<file path="config.mk">
export PLATFORM = sky130hd
export DESIGN_NAME = seven_segment_scan_driver_top_flat
export DESIGN_NICKNAME = d
export VERILOG_FILES = /design/src/hw/rtl/ssd_pkg.sv /design/src/hw/rtl/ssd_cmd_if.sv /design/src/hw/rtl/ssd_res_if.sv /design/src/hw/rtl/ssd_seg_mem.sv /design/src/hw/rtl/ssd_res_fifo.sv /design/src/hw/rtl/seven_segment_scan_driver_top.sv /design/src/flat_wrapper.sv
export SDC_FILE = /design/constraint.sdc
export NUM_CORES = 1
export LEC_CHECK = 0
export BUFFER_PORTS_ARGS = -buffer_cell sky130_fd_sc_hd__buf_2
export CORE_ASPECT_RATIO = 0.7
export CORE_MARGIN = 2
export CORE_UTILIZATION = 35
export DETAILED_ROUTE_END_ITERATION = 10
export PLACE_DENSITY = 0.6
export SYNTH_ARGS = -nofsm -noshare
export SYNTH_HDL_FRONTEND = slang
export SYNTH_HIERARCHICAL = 1
export SYNTH_SLANG_ARGS = --single-unit
</file>
<file path="constraint.sdc">
create_clock -name i_clk -period 3.2 [get_ports i_clk]
set_input_delay 0.32 -clock i_clk [delete_from_list [all_inputs] [get_ports i_clk]]
set_output_delay 0.32 -clock i_clk [all_outputs]
set_load 0.01 [all_outputs]
</file>
<file path="src/hw/rtl/ssd_pkg.sv">
// ----------------------------------------------------------------------------
// ssd_pkg
// shared types, codes and the segment table of the seven-segment scan driver
// ----------------------------------------------------------------------------
package ssd_pkg;

    localparam int DIGIT_COUNT_DEF = 8;
    localparam int RES_DEPTH       = 4;

    // command codes
    localparam logic [1:0] CMD_STRING    = 2'd0;
    localparam logic [1:0] CMD_SET_DIGIT = 2'd1;
    localparam logic [1:0] CMD_DOT       = 2'd2;
    localparam logic [1:0] CMD_SCAN      = 2'd3;

    // buffer operations carried into the write-back stage
    localparam logic [2:0] OP_NONE    = 3'd0;
    localparam logic [2:0] OP_WRITE   = 3'd1;
    localparam logic [2:0] OP_SET_DOT = 3'd2;
    localparam logic [2:0] OP_CLR_DOT = 3'd3;
    localparam logic [2:0] OP_SCAN    = 3'd4;

    localparam logic [7:0] CH_NUL        = 8'h00;
    localparam logic [7:0] CH_DOT        = 8'h2E;
    localparam logic [7:0] CH_UNDERSCORE = 8'h5F;
    localparam logic [7:0] SEG_DOT       = 8'h01;

    typedef struct packed {
        logic [2:0] digit_select;
        logic [7:0] segments;
        logic       last;
    } t_res;

    // {valid, value}
    function automatic logic [4:0] hex_decode(input logic [7:0] c);
        logic [4:0] r;
        r = 5'd0;
        if (c >= 8'h30 && c <= 8'h39) begin
            r = {1'b1, 4'(c - 8'h30)};
        end else if (c >= 8'h41 && c <= 8'h46) begin
            r = {1'b1, 4'(c - 8'h37)};
        end else if (c >= 8'h61 && c <= 8'h66) begin
            r = {1'b1, 4'(c - 8'h57)};
        end
        return r;
    endfunction

    function automatic logic [7:0] seg_lookup(input logic [3:0] v);
        logic [7:0] s;
        case (v)
            4'h0: s = 8'hFC;
            4'h1: s = 8'h60;
            4'h2: s = 8'hDA;
            4'h3: s = 8'hF2;
            4'h4: s = 8'h66;
            4'h5: s = 8'hB6;
            4'h6: s = 8'hBE;
            4'h7: s = 8'hE0;
            4'h8: s = 8'hFE;
            4'h9: s = 8'hF6;
            4'hA: s = 8'hEE;
            4'hB: s = 8'h3E;
            4'hC: s = 8'h9C;
            4'hD: s = 8'h7A;
            4'hE: s = 8'h9E;
            4'hF: s = 8'h8E;
            default: s = 8'h00;
        endcase
        return s;
    endfunction

endpackage

</file>
<file path="src/hw/rtl/ssd_cmd_if.sv">
// ----------------------------------------------------------------------------
// ssd_cmd_if
// command channel of the seven-segment scan driver
// ----------------------------------------------------------------------------
interface ssd_cmd_if;
    logic       valid;
    logic       ready;
    logic [1:0] command;
    logic       string_start;
    logic [7:0] character;
    logic [7:0] digit_index;
    logic       dot_on;

    modport source (
        output valid, command, string_start, character, digit_index, dot_on,
        input  ready
    );
    modport sink (
        input  valid, command, string_start, character, digit_index, dot_on,
        output ready
    );
endinterface

</file>
<file path="src/hw/rtl/ssd_res_if.sv">
// ----------------------------------------------------------------------------
// ssd_res_if
// result channel of the seven-segment scan driver
// ----------------------------------------------------------------------------
interface ssd_res_if;
    logic       valid;
    logic       ready;
    logic [2:0] digit_select;
    logic [7:0] segments;
    logic       last;

    modport source (
        output valid, digit_select, segments, last,
        input  ready
    );
    modport sink (
        input  valid, digit_select, segments, last,
        output ready
    );
endinterface

</file>
<file path="src/hw/rtl/ssd_seg_mem.sv">
// ----------------------------------------------------------------------------
// ssd_seg_mem
// segment buffer memory, registered read, per-digit valid flags
// ----------------------------------------------------------------------------
module ssd_seg_mem
    import ssd_pkg::*;
#(
    parameter int DEPTH = DIGIT_COUNT_DEF,
    parameter int AW    = 3
) (
    input  logic          i_clk,
    input  logic          i_rst_n,
    input  logic          i_rd_en,
    input  logic [AW-1:0] i_rd_addr,
    output logic [7:0]    o_rd_data,
    input  logic          i_wr_en,
    input  logic [AW-1:0] i_wr_addr,
    input  logic [7:0]    i_wr_data
);

    logic [7:0]       r_mem [DEPTH];
    logic [DEPTH-1:0] r_valid;
    logic [7:0]       r_rd_data;
    logic             r_rd_valid;

    always_ff @(posedge i_clk) begin
        if (i_wr_en) begin
            r_mem[i_wr_addr] <= i_wr_data;
        end
        if (i_rd_en) begin
            r_rd_data <= r_mem[i_rd_addr];
        end
    end

    always_ff @(posedge i_clk) begin
        if (!i_rst_n) begin
            r_valid    <= '0;
            r_rd_valid <= 1'b0;
        end else begin
            if (i_wr_en) begin
                r_valid[i_wr_addr] <= 1'b1;
            end
            if (i_rd_en) begin
                r_rd_valid <= r_valid[i_rd_addr];
            end
        end
    end

    // never-written digits read as blank
    assign o_rd_data = r_rd_valid ? r_rd_data : 8'h00;

endmodule

</file>
<file path="src/hw/rtl/ssd_res_fifo.sv">
// ----------------------------------------------------------------------------
// ssd_res_fifo
// result queue, takes the blanking and segment results of a scan in the same cycle
// ----------------------------------------------------------------------------
module ssd_res_fifo
    import ssd_pkg::*;
(
    input  logic       i_clk,
    input  logic       i_rst_n,
    input  logic       i_push,
    input  t_res       i_first,
    input  t_res       i_second,
    output logic [2:0] o_count,
    ssd_res_if.source  o_res
);

    logic [1:0] r_wr_ptr;
    logic [1:0] r_rd_ptr;
    logic [2:0] r_count;
    logic [2:0] n_count;
    t_res       r_q [RES_DEPTH];
    logic       pop;
    t_res       head;

    assign pop  = o_res.valid && o_res.ready;
    assign head = r_q[r_rd_ptr];

    always_ff @(posedge i_clk) begin
        if (i_push) begin
            r_q[r_wr_ptr]        <= i_first;
            r_q[r_wr_ptr + 2'd1] <= i_second;
        end
    end

    always_comb begin
        n_count = r_count;
        if (i_push) begin
            n_count = n_count + 3'd2;
        end
        if (pop) begin
            n_count = n_count - 3'd1;
        end
    end

    always_ff @(posedge i_clk) begin
        if (!i_rst_n) begin
            r_wr_ptr <= '0;
            r_rd_ptr <= '0;
            r_count  <= '0;
        end else begin
            r_count <= n_count;
            if (i_push) begin
                r_wr_ptr <= r_wr_ptr + 2'd2;
            end
            if (pop) begin
                r_rd_ptr <= r_rd_ptr + 2'd1;
            end
        end
    end

    assign o_count            = r_count;
    assign o_res.valid        = (r_count != 3'd0);
    assign o_res.digit_select = head.digit_select;
    assign o_res.segments     = head.segments;
    assign o_res.last         = head.last;

endmodule

</file>
<file path="src/hw/rtl/seven_segment_scan_driver_top.sv">
// a scan tick passes through the r_s1 stage register and the result queue
// before its blanking transaction is offered, the segment transaction behind it
// throughput: one command per cycle while ready is high; a scan tick adds two
// results to a four-entry queue drained at one per cycle while the sink is ready
// reset: synchronous; per-digit valid flags make the buffer read as blank,
// no clearing pass, commands accepted in the first cycle after reset
// ----------------------------------------------------------------------------
// seven_segment_scan_driver_top
// eight-digit multiplexed display driver: string parser, digit and dot
// writes, and scan rotation around a read-modify-write segment buffer
// ----------------------------------------------------------------------------
module seven_segment_scan_driver_top
    import ssd_pkg::*;
#(
    parameter int DIGIT_COUNT = DIGIT_COUNT_DEF
) (
    input  logic      i_clk,
    input  logic      i_rst_n,
    ssd_cmd_if.sink   i_cmd,
    ssd_res_if.source o_res
);

    localparam int AW = (DIGIT_COUNT > 1) ? $clog2(DIGIT_COUNT) : 1;
    localparam int PW = $clog2(DIGIT_COUNT + 1);

    typedef struct packed {
        logic [2:0]    kind;
        logic [AW-1:0] addr;
        logic [7:0]    data;
    } t_op;

    logic          cmd_acc;
    logic [PW-1:0] r_wp;
    logic [PW-1:0] n_wp;
    logic          r_sf;
    logic          n_sf;
    logic [AW-1:0] r_scan;
    logic [AW-1:0] n_scan;
    logic [PW-1:0] wp0;
    logic [PW-1:0] wp_prev;
    logic          sf0;
    logic [4:0]    hex;
    logic          idx_ok;
    t_op           op;

    logic          r_s1_valid;
    t_op           r_s1;
    logic [7:0]    mem_rd;
    logic [7:0]    cur;
    logic          wr_en;
    logic [7:0]    wr_data;
    logic          r_fwd_valid;
    logic [AW-1:0] r_fwd_addr;
    logic [7:0]    r_fwd_data;

    logic          push;
    t_res          res_first;
    t_res          res_second;
    logic [2:0]    res_count;
    logic [2:0]    pending;

    // ---- accept stage: parser state and buffer read
    assign pending     = (r_s1_valid && r_s1.kind == OP_SCAN) ? 3'd2 : 3'd0;
    assign i_cmd.ready = (res_count + pending) <= 3'(RES_DEPTH - 2);
    assign cmd_acc     = i_cmd.valid && i_cmd.ready;

    assign hex     = hex_decode(i_cmd.character);
    assign idx_ok  = i_cmd.digit_index < 8'(DIGIT_COUNT);
    assign wp0     = i_cmd.string_start ? '0 : r_wp;
    assign sf0     = i_cmd.string_start ? 1'b0 : r_sf;
    assign wp_prev = wp0 - PW'(1);

    always_comb begin
        n_wp    = r_wp;
        n_sf    = r_sf;
        n_scan  = r_scan;
        op.kind = OP_NONE;
        op.addr = '0;
        op.data = 8'h00;
        case (i_cmd.command)
            CMD_STRING: begin
                n_wp = wp0;
                n_sf = sf0;
                if (!sf0) begin
                    if (wp0 >= PW'(DIGIT_COUNT)) begin
                        n_sf = 1'b1;
                        if (i_cmd.character == CH_DOT) begin
                            op.kind = OP_SET_DOT;
                            op.addr = AW'(DIGIT_COUNT - 1);
                        end
                    end else if (i_cmd.character == CH_NUL) begin
                        n_sf = 1'b1;
                    end else if (i_cmd.character == CH_DOT) begin
                        if (wp0 != '0) begin
                            op.kind = OP_SET_DOT;
                            op.addr = wp_prev[AW-1:0];
                        end
                    end else begin
                        n_wp    = wp0 + PW'(1);
                        op.addr = wp0[AW-1:0];
                        if (i_cmd.character == CH_UNDERSCORE) begin
                            op.kind = OP_WRITE;
                        end else if (hex[4]) begin
                            op.kind = OP_WRITE;
                            op.data = seg_lookup(hex[3:0]);
                        end
                    end
                end
            end
            CMD_SET_DIGIT: begin
                op.addr = i_cmd.digit_index[AW-1:0];
                if (idx_ok && hex[4]) begin
                    op.kind = OP_WRITE;
                    op.data = seg_lookup(hex[3:0]);
                end
            end
            CMD_DOT: begin
                op.addr = i_cmd.digit_index[AW-1:0];
                if (idx_ok) begin
                    op.kind = i_cmd.dot_on ? OP_SET_DOT : OP_CLR_DOT;
                end
            end
            CMD_SCAN: begin
                op.kind = OP_SCAN;
                op.addr = r_scan;
                op.data = 8'(r_scan);
                n_scan  = (r_scan == AW'(DIGIT_COUNT - 1)) ? '0 : r_scan + AW'(1);
            end
            default: begin
                op.kind = OP_NONE;
            end
        endcase
    end

    always_ff @(posedge i_clk) begin
        if (!i_rst_n) begin
            r_wp       <= '0;
            r_sf       <= 1'b1;
            r_scan     <= '0;
            r_s1_valid <= 1'b0;
        end else begin
            r_s1_valid <= cmd_acc;
            if (cmd_acc) begin
                r_wp   <= n_wp;
                r_sf   <= n_sf;
                r_scan <= n_scan;
            end
        end
    end

    always_ff @(posedge i_clk) begin
        if (cmd_acc) begin
            r_s1 <= op;
        end
    end

    ssd_seg_mem #(
        .DEPTH (DIGIT_COUNT),
        .AW    (AW)
    ) u_mem (
        .i_clk     (i_clk),
        .i_rst_n   (i_rst_n),
        .i_rd_en   (cmd_acc),
        .i_rd_addr (op.addr),
        .o_rd_data (mem_rd),
        .i_wr_en   (wr_en),
        .i_wr_addr (r_s1.addr),
        .i_wr_data (wr_data)
    );

    // ---- modify and write-back stage, forwarding the write of the cycle before
    assign cur = (r_fwd_valid && r_fwd_addr == r_s1.addr) ? r_fwd_data : mem_rd;

    always_comb begin
        wr_en   = 1'b0;
        wr_data = r_s1.data;
        push    = 1'b0;
        case (r_s1.kind)
            OP_WRITE: begin
                wr_en = r_s1_valid;
            end
            OP_SET_DOT: begin
                wr_en   = r_s1_valid;
                wr_data = cur | SEG_DOT;
            end
            OP_CLR_DOT: begin
                wr_en   = r_s1_valid;
                wr_data = cur & ~SEG_DOT;
            end
            OP_SCAN: begin
                push = r_s1_valid;
            end
            default: begin
                wr_en = 1'b0;
            end
        endcase
    end

    always_ff @(posedge i_clk) begin
        if (!i_rst_n) begin
            r_fwd_valid <= 1'b0;
        end else begin
            r_fwd_valid <= wr_en;
        end
    end

    always_ff @(posedge i_clk) begin
        if (wr_en) begin
            r_fwd_addr <= r_s1.addr;
            r_fwd_data <= wr_data;
        end
    end

    assign res_first.digit_select  = r_s1.data[2:0];
    assign res_first.segments      = 8'h00;
    assign res_first.last          = 1'b0;
    assign res_second.digit_select = r_s1.data[2:0];
    assign res_second.segments     = cur;
    assign res_second.last         = 1'b1;

    ssd_res_fifo u_fifo (
        .i_clk    (i_clk),
        .i_rst_n  (i_rst_n),
        .i_push   (push),
        .i_first  (res_first),
        .i_second (res_second),
        .o_count  (res_count),
        .o_res    (o_res)
    );

`ifndef SYNTHESIS
    a_queue_bound: assert property (@(posedge i_clk) disable iff (!i_rst_n)
        res_count <= 3'(RES_DEPTH))
        else $error("result queue overflow");

    a_scan_reaches_wb: assert property (@(posedge i_clk) disable iff (!i_rst_n)
        (cmd_acc && i_cmd.command == CMD_SCAN) |=> (push && r_s1.kind == OP_SCAN))
        else $error("scan transaction lost before write-back");

    a_push_has_room: assert property (@(posedge i_clk) disable iff (!i_rst_n)
        push |-> res_count <= 3'(RES_DEPTH - 2))
        else $error("scan results pushed without room");
`endif

endmodule
</file>
<file path="src/flat_wrapper.sv">
// flat-port wrapper written by rule: the top's interface ports become plain ports
module seven_segment_scan_driver_top_flat import ssd_pkg::*;
#(
    parameter int DIGIT_COUNT = DIGIT_COUNT_DEF
)
  (i_clk, i_rst_n, i_cmd_valid, i_cmd_command, i_cmd_string_start, i_cmd_character, i_cmd_digit_index, i_cmd_dot_on, i_cmd_ready, o_res_valid, o_res_digit_select, o_res_segments, o_res_last, o_res_ready);
  ssd_cmd_if i_cmd_i ();
  ssd_res_if o_res_i ();
  input  logic i_clk;
  input  logic i_rst_n;
  input wire logic [$bits(i_cmd_i.valid)-1:0] i_cmd_valid;
  input wire logic [$bits(i_cmd_i.command)-1:0] i_cmd_command;
  input wire logic [$bits(i_cmd_i.string_start)-1:0] i_cmd_string_start;
  input wire logic [$bits(i_cmd_i.character)-1:0] i_cmd_character;
  input wire logic [$bits(i_cmd_i.digit_index)-1:0] i_cmd_digit_index;
  input wire logic [$bits(i_cmd_i.dot_on)-1:0] i_cmd_dot_on;
  output wire logic [$bits(i_cmd_i.ready)-1:0] i_cmd_ready;
  output wire logic [$bits(o_res_i.valid)-1:0] o_res_valid;
  output wire logic [$bits(o_res_i.digit_select)-1:0] o_res_digit_select;
  output wire logic [$bits(o_res_i.segments)-1:0] o_res_segments;
  output wire logic [$bits(o_res_i.last)-1:0] o_res_last;
  input wire logic [$bits(o_res_i.ready)-1:0] o_res_ready;
  assign i_cmd_i.valid = i_cmd_valid;
  assign i_cmd_i.command = i_cmd_command;
  assign i_cmd_i.string_start = i_cmd_string_start;
  assign i_cmd_i.character = i_cmd_character;
  assign i_cmd_i.digit_index = i_cmd_digit_index;
  assign i_cmd_i.dot_on = i_cmd_dot_on;
  assign i_cmd_ready = i_cmd_i.ready;
  assign o_res_valid = o_res_i.valid;
  assign o_res_digit_select = o_res_i.digit_select;
  assign o_res_segments = o_res_i.segments;
  assign o_res_last = o_res_i.last;
  assign o_res_i.ready = o_res_ready;
  seven_segment_scan_driver_top #(.DIGIT_COUNT(DIGIT_COUNT)) u_core (.i_clk(i_clk), .i_rst_n(i_rst_n), .i_cmd(i_cmd_i), .o_res(o_res_i));
endmodule
</file>
### Word-level counts from Yosys, hierarchy flattened

Memories as Yosys holds them, arrays and structs flattened. A register that Yosys moved wholly into a read port is not among the register bits.
Index checks and enable logic that the tools add are counted.

* flip-flop bits (word level): 51
* bits in writable memories: 112
* bits in read-only memories: 224
* bits of input ports: 24
* memories kept: 4

* add/subtract/negate cells: 12
* $lt $le $gt $ge: 12
* equality and inequality tests: 11
* multiplexer cells: 49
* bitwise logic cells: 1
* reductions and logical operators: 16

Memories
* (name not given): depth 16, bits a word 7, rd ports 1, clocked after memory_dff 0, write ports 0, line ssd_pkg.sv:50 `case (v)`
* (name not given): depth 16, bits a word 7, rd ports 1, clocked after memory_dff 0, write ports 0, line ssd_pkg.sv:50
* u_core.u_mem.r_mem: depth 8, bits a word 8, rd ports 1, clocked after memory_dff 1, write ports 1, line ssd_seg_mem.sv:21 `logic [7:0] r_mem [DEPTH];`
* u_core.u_fifo.r_q: depth 4, bits a word 12, rd ports 1, clocked after memory_dff 1, write ports 2, line ssd_res_fifo.sv:21 `t_res r_q [RES_DEPTH];`

Operators with widths (count)
* two-way mux 8 bit: 7
* two-way mux 14 bit: 2
* two-way mux 5 bit: 5
* one-hot mux 6 bit (4 select lines): 1
* one-hot mux 8 bit (3 select lines): 1
* two-way mux 4 bit: 5
* >= comparator 8 x 7 -> 1 bit, second input constant: 2
* less-or-equal comparator 8 x 7 -> 1 bit, second input constant: 2
* one-hot mux 8 bit (2 select lines): 1
* two-way mux 1 bit: 15
* two-way mux 3 bit: 5
* two-way mux 6 bit: 2
* logical AND 1 bit: 9
* == test 8 x 6 -> 1 bit, second input constant: 1
* == test 8 x 7 -> 1 bit, second input constant: 1
* >= comparator 8 x 6 -> 1 bit, second input constant: 1
* less-or-equal comparator 8 x 6 -> 1 bit, second input constant: 1
* logical NOT 8 bit: 1
* less-than comparator 3 x 4 -> 1 bit, second input constant: 2
* less-than comparator 8 x 4 -> 1 bit, second input constant: 1
* bitwise OR 8 bit: 1
* subtractor 4 x 3 -> 4 bit, second input constant: 2
* == test 3 x 2 -> 1 bit, second input constant: 2
* == test 3 bit, second input constant: 2
* other kinds (23): 29

### Depth between registers and ports, before layout

An unclocked memory read counts as a cell.

* word-level depth: 15
* mapped depth: 13
* mapped depth without buffers: 10

### Hierarchy

The synthesis kept the hierarchy.

By module, submodules not included
* ssd_seg_mem: instances 1, cells each 147, area an instance 3108.0 um^2
* seven_segment_scan_driver_top: instances 1, cells each 248, area an instance 2464.9 um^2
* ssd_res_fifo: instances 1, cells each 97, area an instance 2080.7 um^2

### Least setup slack after synthesis

OpenSTA, ideal clock, no wires.

* path type: input-to-reg
* start: in i_cmd_character[0]
* end: reg u_core.u_mem.r_rd_data[4], read port of u_core.u_mem.r_mem (data pin)
* arrival time: 2596 ps
* slack: 345 ps
* cell stages on the path: 10
* cell sequence: inv_1 -> ha_1 -> nor4b_1 -> a21oi_1 -> nor2b_1 -> a21oi_1 -> o21ai_0 -> buf_6 -> mux4_1 -> mux2_2

RTL lines
* start, declared: line flat_wrapper.sv:14 `input wire logic [$bits(i_cmd_i.character)-1:0] i_cmd_character;`
* end, declared: line ssd_seg_mem.sv:23 `logic [7:0] r_rd_data;`

==> summary.md <==
| Metric | Value |
|---|---|
| Outcome | `completed` |
| ANT nets after route | `0` |
| Startpoint Class | `flip-flop` |
| Peak supply drop | `0.4366 mV` |
| Max Fclk | `between 0.3 and 0.4 GHz` |
| Slowest stage cell, crit path | `dfxtp_1` |
| # fillers | `1940` |
| Final setup fails | `0` |
| Die Area | `~23000 µm²` |
| Iter 0 DRT Violations | `422` |
| Initial core utilization | `a little over a third` |
| CP max FO | `18` |
| Via density | `5.235` |
| Post-cts resize count | `0` |
| Psw | `1420 µW` |
| CTS buffer count | `17` |
| Ports | `38` |
| IO buf count | `37` |
| Final core utilization | `41.35%` |
| FF-to-FF setup slack | `roughly 570 ps` |
| Max Root-Sink Buffers | `2` |
| Reg-to-Reg Start | `u_core/r_wp[0]` |
| YS warnings | `6` |
| Setup crit end kind | `flip-flop` |
| Final setup TNS | `0 ps` |
| Core footprint | `21560 µm²` |
| Static Leak | `0.003137 µW` |
| Synth Area per Inst | `15.56 µm²` |
| Crit path cell chain | `nand2b_1, inv_1, ha_1, inv_1, mux2_2, nor2_1, a221oi_1, o21ai_1, buf_4, mux4_2, mux2_2` |
| EDFF count, synth | `145` |
| Setup WS post-layout | `574.5 ps` |
| Inserted Diodes | `0` |
| Clock group share of total power | `35.3%` |
| Hold Vio Cnt, Final | `0` |
| Clk sink count | `172` |
| Int Power | `about 4200 µW` |
| Hold Crit Depth | `2` |
| MaxCap Viol Count | `0` |
| Measured slew at the worst slew-check pin | `approximately 1000 ps` |
| DRT Wirelength | `15640 µm` |
| Yosys reg bits | `between 150 and 200` |
| Switching fraction of total power | `roughly a quarter` |
| Worst Path Arrival | `2790 ps` |
| RSZ-0062 raised after global routing | `false` |
| Root Driver | `clkbuf_16` |
| Fin nets | `608` |
| Slew Viols, Final | `0` |
| Vias | `approximately 4500` |
| FF/Latch Area | `4895 µm²` |
| Netlist cell types | `69` |
| TritonCTS clock tree | `done` |
| Type of the worst setup path | `flip-flop to flip-flop` |
| Final min period | `2625 ps` |
| Setup bufs post-CTS | `0` |
| H-tree depth | `4` |
| Power per Cell Area | `630.3 nW/µm²` |
| Worst-path clk slew | `~60 ps` |
| Layout area overhead | `16.50%` |
| Reg2Reg Capture Point | `u_core/u_mem/r_rd_data[0]` |
| CP max stage delay | `approximately 420 ps` |
| Synth Flop Type | `edfxtp_1` |
| Combinational fraction of design power | `14.4%` |
| Total track usage | `between 10% and 20%` |
| CP startpoint | `u_core/r_wp[0]` |
| Req. time, crit path | `3370 ps` |
| Vias in the first global route | `4543` |
| Grt ovf | `0` |
| Die Wd | `180.7 µm` |
| Worst Hold Slack | `195.3 ps` |
| Post-placement setup slack | `210.0 ps` |
| Worst hold path class | `input port to flip-flop` |
| First-pass GRT wire length | `24940 µm` |
| Clock skew | `6.708 ps` |
| Slew Limit Headroom | `32.93%` |
| Sequential share of power | `between 50% and 60%` |
| Min-delay src | `i_cmd_valid` |
| Post-synthesis sequential area ratio | `63.95%` |
| TritonRoute pass-1 iters | `5` |
| Die extent in y | `127.7 µm` |
| Initial antenna violation count | `0` |
| Clock latency on the worst-skew pair | `~420 ps` |
| Worst reg2reg path depth | `11` |
| Final worst-path cycle share | `82.05%` |
| Netlist Area Pre-Place | `around 7700 µm²` |
| Post-Syn Instances | `492` |
| Largest net degree at the start of global routing | `28` |
| Drt drc | `0` |
| Hold path endpoint | `u_core/r_s1_valid` |
| Hold_buf cts | `0` |
| Async SR Flop Fraction | `0%` |
| Routed len/inst | `18.10 µm` |
| Row cnt | `45` |
| Gp weighted congestion | `0.8591` |
| Hpwl dp | `10340 µm` |
| Area of the multi-input gates | `2698 µm²` |
| Layout cells sized above 1 | `25.60%` |
## kinds of logic after synthesis
family,count (synthesis),synth area share [%]
muxes,64,13.91
xor gates and xnor gates,8,0.9155
adders and majority gates,15,2.452
buffers and inverters,31,1.831
AOI/OAI and AO/OA,90,8.501
other,2,0.09812
DFF,172,63.95
and+or+nand+nor,110,8.338
## cell type report
type	instances	area share [%]
Timing Repair Buffer	56	3.817
Multi-Input combinational cell	307	30.26
Clock buffer	17	4.771
Clock inverter	15	1.670
Inverter	15	0.6315
Sequential cell	172	54.90
Tap cell	282	3.957
## Yosys cell counts (6+ instances only)
cell type	instances	share of area (%)
edfxtp_1	145	57
dfxtp_1	27	7.1
mux2_2	25	3.7
nand2_1	22	1.1
mux4_2	21	6.2
and2_1	19	1.6
o21ai_0	16	1.0
ha_1	15	2.5
inv_1	15	0.74
nor2_1	14	0.69
o21a_1	11	1.1
a21oi_1	10	0.65
mux2i_1	10	1.3
nor3_1	9	0.59
mux4_1	8	2.7
nor2b_1	8	0.65
a21boi_0	7	0.69
and3_1	7	0.57
clkbuf_1	7	0.34
xnor2_1	7	0.80
a31oi_1	6	0.49
nand2b_1	6	0.49
## metal layers
metal / GRT usage [%] / vias to the layer above / share of wire (%)
li1: - / 2085 / -
met1: 19.39 / 2290 / 47
met2: 22.79 / 137 / 47
met3: 4.176 / 11 / 5.3
met4: 2.799 / 0 / 0.72
met5: 0 / - / 0
## state kept, by name, summed over array words and instances, names as in the netlist, named ones only
register and flops:
u_core/u_mem/r_mem 64, u_core/r_fwd_data 8, u_core/u_fifo/r_rd_ptr 2, u_core/u_mem/r_rd_valid 1, u_core/r_wp 4, u_core/r_s1 14
u_core/u_mem/r_rd_data 8, u_core/r_s1_valid 1, u_core/u_fifo/o_count 3, u_core/u_fifo/r_q 48, u_core/r_sf 1, u_core/r_fwd_addr 3
u_core/r_fwd_valid 1, u_core/u_fifo/r_wr_ptr 1, u_core/u_mem/r_valid 8, u_core/r_scan 3
## worst max-delay path, delay by kind of cell, from the launching register on
kind / cells / cell delay (ps)
adder cells (fa/ha/maj): 1 / 190
AO/OA/AOI/OAI: 2 / 200
flip-flops: 1 / 420
buffers and inverters: 3 / 430
multiplexers: 3 / 890
AND/OR/NAND/NOR: 2 / 250
## metrics by stage
step / total power (µW) / instance area, µm² / instances
floorplan: 3391 / 7721 / 510
global placement: 3648 / 8342 / 832
detailed placement: 3686 / 8342 / 832
CTS: 5668 / 8916 / 864
global route: 5867 / 8916 / 864
finish: 5620 / 8916 / 864
## cell usage in the layout, fill, tap and decap left out, drive strengths merged, types with 4 or more instances in the layout
cell type,netlist,layout
mux2,25,25
nor3b,4,4
and3,7,7
conb,2,20
nor3,9,9
ha,15,15
mux4,29,29
a31oi,6,6
o21ai,17,17
a211oi,4,4
inv,15,16
buf,9,56
nand2b,6,6
nand2,22,22
mux2i,10,10
nor2,14,14
a21boi,7,7
edfxtp,145,145
dfxtp,27,27
clkinv,0,9
o21a,11,11
xnor2,7,7
clkbuf,7,17
and2,19,19
nor2b,8,8
a31o,4,4
a21oi,11,11
## power by group through the flow
stage | Clock, µW | Sequential [µW] | Combinational [µW]
3_3_place_gp | 0 | 2870 | 782
3_5_place_dp | 0 | 2880 | 810
4_1_cts | 2030 | 2830 | 812
6_report | 1990 | 2820 | 811
5_1_grt | 2130 | 2850 | 885
2_1_floorplan | 0 | 2790 | 600
## how the worst max path moves through the flow
stage | end | slack [ps] | depth (start not counted)
after floorplan | u_core/u_mem/r_rd_data[4] | 340 | 10
after global placement | u_core/u_mem/r_rd_data[3] | 280 | 11
after detailed placement | u_core/u_mem/r_rd_data[3] | 210 | 11
after CTS | u_core/u_mem/r_rd_data[0] | 590 | 11
after global routing | u_core/u_mem/r_rd_data[1] | 460 | 11
final | u_core/u_mem/r_rd_data[0] | 570 | 11
Note: power is estimated with default switching activity, not from simulation.
